===== config.mk =====
export PLATFORM = sky130hd
export DESIGN_NAME = srit_outcode
export DESIGN_NICKNAME = d
export VERILOG_FILES = /design/src/hdl/srit_pkg.sv /design/src/hdl/srit_outcode.sv
export SDC_FILE = /design/constraint.sdc
export NUM_CORES = 1
export LEC_CHECK = 0
export ABC_AREA = 0
export BUFFER_PORTS_ARGS = -buffer_cell sky130_fd_sc_hd__buf_2
export CORE_MARGIN = 2
export CORE_UTILIZATION = 46
export DETAILED_ROUTE_END_ITERATION = 10
export PLACE_DENSITY_LB_ADDON = 0.15
export SYNTH_ARGS = -nofsm -noshare
export SYNTH_HDL_FRONTEND = slang
export SYNTH_SLANG_ARGS = --single-unit

===== constraint.sdc =====
create_clock -name vclk -period 2.6
set_input_delay 0.39 -clock vclk [all_inputs]
set_output_delay 0.39 -clock vclk [all_outputs]
set_load 0.02 [all_outputs]

===== src/hdl/srit_pkg.sv =====
package srit_pkg;

  // Outcode bits. An endpoint is below or above, and right or left, never both.
  localparam logic [3:0] CODE_INSIDE = 4'd0;
  localparam logic [3:0] CODE_BELOW  = 4'd8;
  localparam logic [3:0] CODE_ABOVE  = 4'd4;
  localparam logic [3:0] CODE_RIGHT  = 4'd2;
  localparam logic [3:0] CODE_LEFT   = 4'd1;

  // Code sums that mean the segment spans the rectangle outright.
  localparam logic [4:0] SUM_VERT = 5'd12;
  localparam logic [4:0] SUM_HORZ = 5'd3;

  typedef logic [3:0] code_t;

  // Result of the outcode screen: decided says the crossing tests are not needed.
  typedef struct packed {
    logic decided;
    logic hit;
  } early_t;

endpackage


===== src/hdl/srit_outcode.sv =====
// Outcode of one point against the rectangle; points on an edge are inside.
// Below takes priority over above and right over left, so an inverted
// rectangle still yields a single code per axis.
module srit_outcode #(
  parameter int COORD_BITS = 24
) (
  input  logic signed [COORD_BITS-1:0] x,
  input  logic signed [COORD_BITS-1:0] y,
  input  logic signed [COORD_BITS-1:0] left,
  input  logic signed [COORD_BITS-1:0] top,
  input  logic signed [COORD_BITS-1:0] right,
  input  logic signed [COORD_BITS-1:0] bottom,
  output srit_pkg::code_t              code
);

  srit_pkg::code_t vert;
  srit_pkg::code_t horz;

  always_comb begin
    if (y > bottom) begin
      vert = srit_pkg::CODE_BELOW;
    end else if (y < top) begin
      vert = srit_pkg::CODE_ABOVE;
    end else begin
      vert = srit_pkg::CODE_INSIDE;
    end
    if (x > right) begin
      horz = srit_pkg::CODE_RIGHT;
    end else if (x < left) begin
      horz = srit_pkg::CODE_LEFT;
    end else begin
      horz = srit_pkg::CODE_INSIDE;
    end
  end

  assign code = vert | horz;

endmodule


==> reports/qor.txt, run 1 <==
Slew headroom -> 78.9%
First-pass GRT wire length -> 10500 um
Die height -> 76.4 um
Fillers -> 448
Vias in the first global route -> 2618
Max Slew Vio Count -> 0
Total of max-cap violations -> 0
Routed Antenna Nets -> 0
Cell taking the most area after synthesis -> ha_1
Total gr overflow -> 0
Final Cycle Share -> 102%
Residual DRC -> 0
Area Growth Syn to Fin -> 46.2%
Post-synthesis sequential area ratio -> 0%
Final Hold Vio Count -> 0
Max VDD drop -> 0.0762 mV
# diodes -> 0
CP endpoint kind -> primary output
Fin nets -> 742
Cell Chain, Critical Path -> buf_6, inv_2, ha_4, nand4_1, nor4_4, and4_4, o31a_4, nor3_4, nor4b_2, buf_4
Max Clock Freq -> 0.376 GHz
Initial DRT Pass Iterations -> 4
Ranking of synthesized cells by area -> ha_1 (49%), inv_1 (15%), a21oi_1 (8.5%)
Synth Cell Area -> 0.00241 mm2
Layout cells sized above 1 -> 35.7%
PnR worst setup slack -> -0.0567 ns
Commonest non-fill, non-tap cell in the layout -> buf_2
Mean Syn Cell Area -> 7.01 um2
Synth cell types -> 32
Die width -> 76.4 um
Post-DP HPWL -> 5760 um
Critical Path Source -> right[18]
Rows -> 26
Worst hold path class -> in -> out
Power Density -> 150 mW/mm2
Failing checks -> negative setup slack
Layout clock buffers -> 0
Worst hold slack -> 1.43 ns
CP Capture Point -> code[0]
Leakage Power -> 2.20 nW
Io pins -> 148
Initial DRC count -> 59
Worst path depth -> 10
Critical Path Fanout Max -> 2
Initial Util -> 47.5%
Core area -> 0.00507 mm2
Largest net degree at the start of global routing -> 5
Die ar. -> 0.00584 mm2
Setup crit start kind -> input port
CP Class -> in -> out
Via-to-Cell Ratio -> 4.94
Mapped Nets -> 582
Wirelength, routed -> 6400 um
Mapped Cells -> 344
Crit-path max cell delay -> 0.36 ns
Initial antenna violation count -> 0
Setup total negative slack -> -0.0567 ns
Register Area -> 0 um2
Slowest cell on crit path -> nor4_4
Measured slew at the worst slew-check pin -> 0.314 ns
Port Buffers -> 148
Post-placement cell area -> 0.00330 mm2
Crit path max-delay family -> simple AND/OR/NAND/NOR gates
Footprint of the multi-input gates -> 0.00218 mm2
Pre-CTS setup slack -> -0.132 ns
YS warnings -> 0
GPL Wtd Cong -> 0.914
Via count -> 2828
Clock period minus worst slack -> 2.66 ns
Status -> finished, violations left
Post-route cell area -> 0.00353 mm2
Yosys top cell area share -> 48.8%
RSZ-0062 raised after global routing -> yes
# hold bufs at CTS -> 0
Finish-stage setup viols -> 1
Worst path bufs/invs -> 3
Total GRT Usage -> 20.6%
Commonest non-fill, non-tap cells in the layout -> buf_2 (135), inv_1 (92), ha_1 (88), a21oi_1 (41), nand2_1 (19)
Critical path arrival -> 2.27 ns
Seq cells -> 0
Design Power -> 530 uW
Req. time, crit path -> 2.21 ns
Wire per inst -> 11.2 um
==> repair_timing <==
action | 4_1_cts | 5_1_grt
setup endpoints to repair | 3 | 3
pin swaps | 9 | 13
resized for setup | 20 | 24
buffers inserted | 1 | 1
==> worst min-delay path, cell delays in order <==
cell and delay [ns]:
buf_2 0.08, ha_1 0.11, nand4_1 0.10, o22ai_1 0.12, a21oi_1 0.08, buf_2 0.16
==> final cells by class <==
cell class,instances,area share (%)
multi-input cells,247,61.8
repair buffers,158,25.3
inverters,97,10.4
well taps,70,2.48
==> worst min path at each step <==
stage,endpoint,startpoint,cells past startpoint
2_1_floorplan,code[2],y[23],3
3_3_place_gp,code[3],bottom[0],6
3_5_place_dp,code[3],bottom[0],6
4_1_cts,code[3],bottom[0],6
5_1_grt,code[3],bottom[0],6
6_report,code[3],bottom[0],6
==> cell usage after synthesis, types with 2 or more instances <==
master,n
inv_1,97
ha_1,94
a21oi_1,41
nand2_1,19
nand4_1,17
o21ai_0,11
a21o_1,9
nand3_1,7
o21ai_1,7
nor2_1,5
nor2b_1,5
nor3_1,4
nor4_1,4
a211oi_1,2
and2_1,2
o211a_1,2
o21a_1,2
o31ai_1,2
==> per-stage QoR <==
step,utilization [%],instances
6_report,69.5,572
5_1_grt,69.5,572
4_1_cts,67.3,571
3_5_place_dp,65.0,570
3_3_place_gp,65.0,570
2_1_floorplan,-,344
==> layer usage <==
layer	part of all wire [%]	GRT usage, %	wire length, um
met5	0	0	0
met4	1.4	2.91	91
met3	5.8	1.42	369
met2	47	38.4	3010
met1	46	26.4	2930
==> cells by family (layout without fill, tap and decap cells) <==
kind of cell / after synthesis / after routing / share of synthesized area [%]
buffers and inverters: 97 / 255 / 15.1
AND/OR/NAND/NOR: 69 / 69 / 15.7
adder cells (fa/ha/maj): 94 / 94 / 48.8
AO/OA/AOI/OAI: 84 / 84 / 20.4
==> report_power, final <==
| part | internal (mW) | switching [mW] | total, mW |
|---|---|---|---|
| Sequential | 0 | 0 | 0 |
| Clock | 0 | 0 | 0 |
| Combinational | 0.274 | 0.256 | 0.530 |
No activity file was read; power rests on OpenSTA's default activity.
==> inputs of run 2 (changes only) <==
Settings changed: CORE_UTILIZATION 46 to 25, MAX_ROUTING_LAYER set to met4.
==> reports/qor.txt, run 2 (synthesis results as in run 1) <==
Pre-CTS setup slack -> -0.137 ns (-0.00439 ns)
Max VDD drop -> 0.0482 mV (-37%)
Clock period minus worst slack -> 2.57 ns (-0.0864 ns)
Residual DRC -> 0 (unchanged)
Layout cells sized above 1 -> 38.0% (+2.3 points)
Seq cells -> 0 (unchanged)
Critical path arrival -> 2.18 ns (-0.09 ns)
Max Slew Vio Count -> 0 (unchanged)
Vias in the first global route -> 2759 (+5.4%)
Initial antenna violation count -> 0 (unchanged)
Initial Util -> 26.0% (-22 points)
Final core occ -> 39.2% (-30 points)
Leakage Power -> 2.21 nW (+0.22%)
First-pass GRT wire length -> 11100 um (+6.0%)
Total gr overflow -> 0 (unchanged)
Total GRT Usage -> 13.1% (-7.5 points)
RSZ-0062 raised after global routing -> yes
Routed Antenna Nets -> 0 (unchanged)
Finish-stage setup viols -> 0 (-1)
PnR worst setup slack -> 0.0297 ns (+0.0864 ns)
Port Buffers -> 148 (unchanged)
Total of max-cap violations -> 0 (unchanged)
Die width -> 102 um (+34%)
# hold bufs at CTS -> 0 (unchanged)
Rows -> 35 (+35%)
Initial DRC count -> 36 (-39%)
Commonest non-fill, non-tap cell in the layout -> buf_2
Worst hold path class -> in -> out
Critical Path Fanout Max -> 2 (unchanged)
CP Class -> in -> out
Io pins -> 148 (unchanged)
Die height -> 102 um (+34%)
Power Density -> 147 mW/mm2 (-2.5%)
Commonest non-fill, non-tap cells in the layout -> buf_2 (143), inv_1 (93), ha_1 (85), a21oi_1 (37), buf_4 (20)
GPL Wtd Cong -> 0.815 (-11%)
Setup crit start kind -> input port
Largest net degree at the start of global routing -> 5 (unchanged)
Req. time, crit path -> 2.21 ns (about the same)
Layout clock buffers -> 0 (unchanged)
Max Clock Freq -> 0.389 GHz (+3.4%)
Area Growth Syn to Fin -> 50.9%
Core area -> 0.00928 mm2 (+83%)
Register Area -> 0 um2 (unchanged)
# diodes -> 0 (unchanged)
Final Cycle Share -> 98.9% (-3.3 points)
Via-to-Cell Ratio -> 4.41 (-11%)
Non-Filler Instances -> 637 (+11%)
Slew headroom -> 79.7% (+0.86 points)
CP endpoint kind -> primary output
Status -> completed
Worst hold slack -> 1.42 ns (-0.0116 ns)
Die ar. -> 0.0104 mm2 (+79%)
Final Hold Vio Count -> 0 (unchanged)
Fin nets -> 748 (+0.81%)
Measured slew at the worst slew-check pin -> 0.301 ns (-0.0131 ns)
Wire per inst -> 11.1 um (-0.84%)
Placed insts -> 634 (+11%)
Post-DP HPWL -> 6700 um (+16%)
Initial DRT Pass Iterations -> 4 (unchanged)
Via count -> 2809 (-0.67%)
Setup total negative slack -> 0 ns (+0.0567 ns)
Wirelength, routed -> 7070 um (+10%)
## run 2: changes by cell type in the layout (fill, tap and decap cells not counted), sizes merged
cell	change
buf	+6
## run 2: final timing paths
path / startpoint / endpoint / slack, ns / cells after the start
max: right[17] / code[0] / 0.03 / 10
min: bottom[0] / code[3] / 1.42 / 6
## run 2: cell type report
cell class	instances	area [um2]
fill	1015	5650
multi-input combinational	247	2230
timing repair buffer	164	877
inverter	97	367
tap	129	161
## run 2: power by group
group	internal (mW)	switching (mW)
combinational	0.270	0.263
sequential	0	0
clock	0	0
total	0.270	0.263
## run 2: metal layers
| metal | GRT usage [%] | wire [um] | share of wire, % | up-vias |
|---|---|---|---|---|
| met2 | 23.8 | 3470 | 49 | 66 |
| met3 | 0.889 | 339 | 4.8 | 2 |
| li1 | - | - | - | 1522 |
| met1 | 16.6 | 3240 | 46 | 1219 |
| met5 | - | 0 | 0 | - |
| met4 | 0.821 | 29 | 0.41 | 0 |
## run 2: stage by stage
stage / cell area, um2 / power, mW
6_report: 3640 / 0.533
5_1_grt: 3640 / 0.618
4_1_cts: 3510 / 0.517
3_5_place_dp: 3410 / 0.499
3_3_place_gp: 3410 / 0.492
2_1_floorplan: 2410 / 0.278
## run 2: critical path, cell delays in order
cell and delay, ns:
buf_2 0.08, inv_1 0.05, ha_4 0.26, nand4_1 0.13, nor4_2 0.32, and4_1 0.27, o31a_2 0.17, nor3_1 0.06
nor4b_2 0.26, buf_4 0.18
## run 2: what timing repair did
item	in CTS	in global routing
resized for setup	13	22
pin swaps	10	18
setup endpoints to repair	3	4
setup buffers	1	2
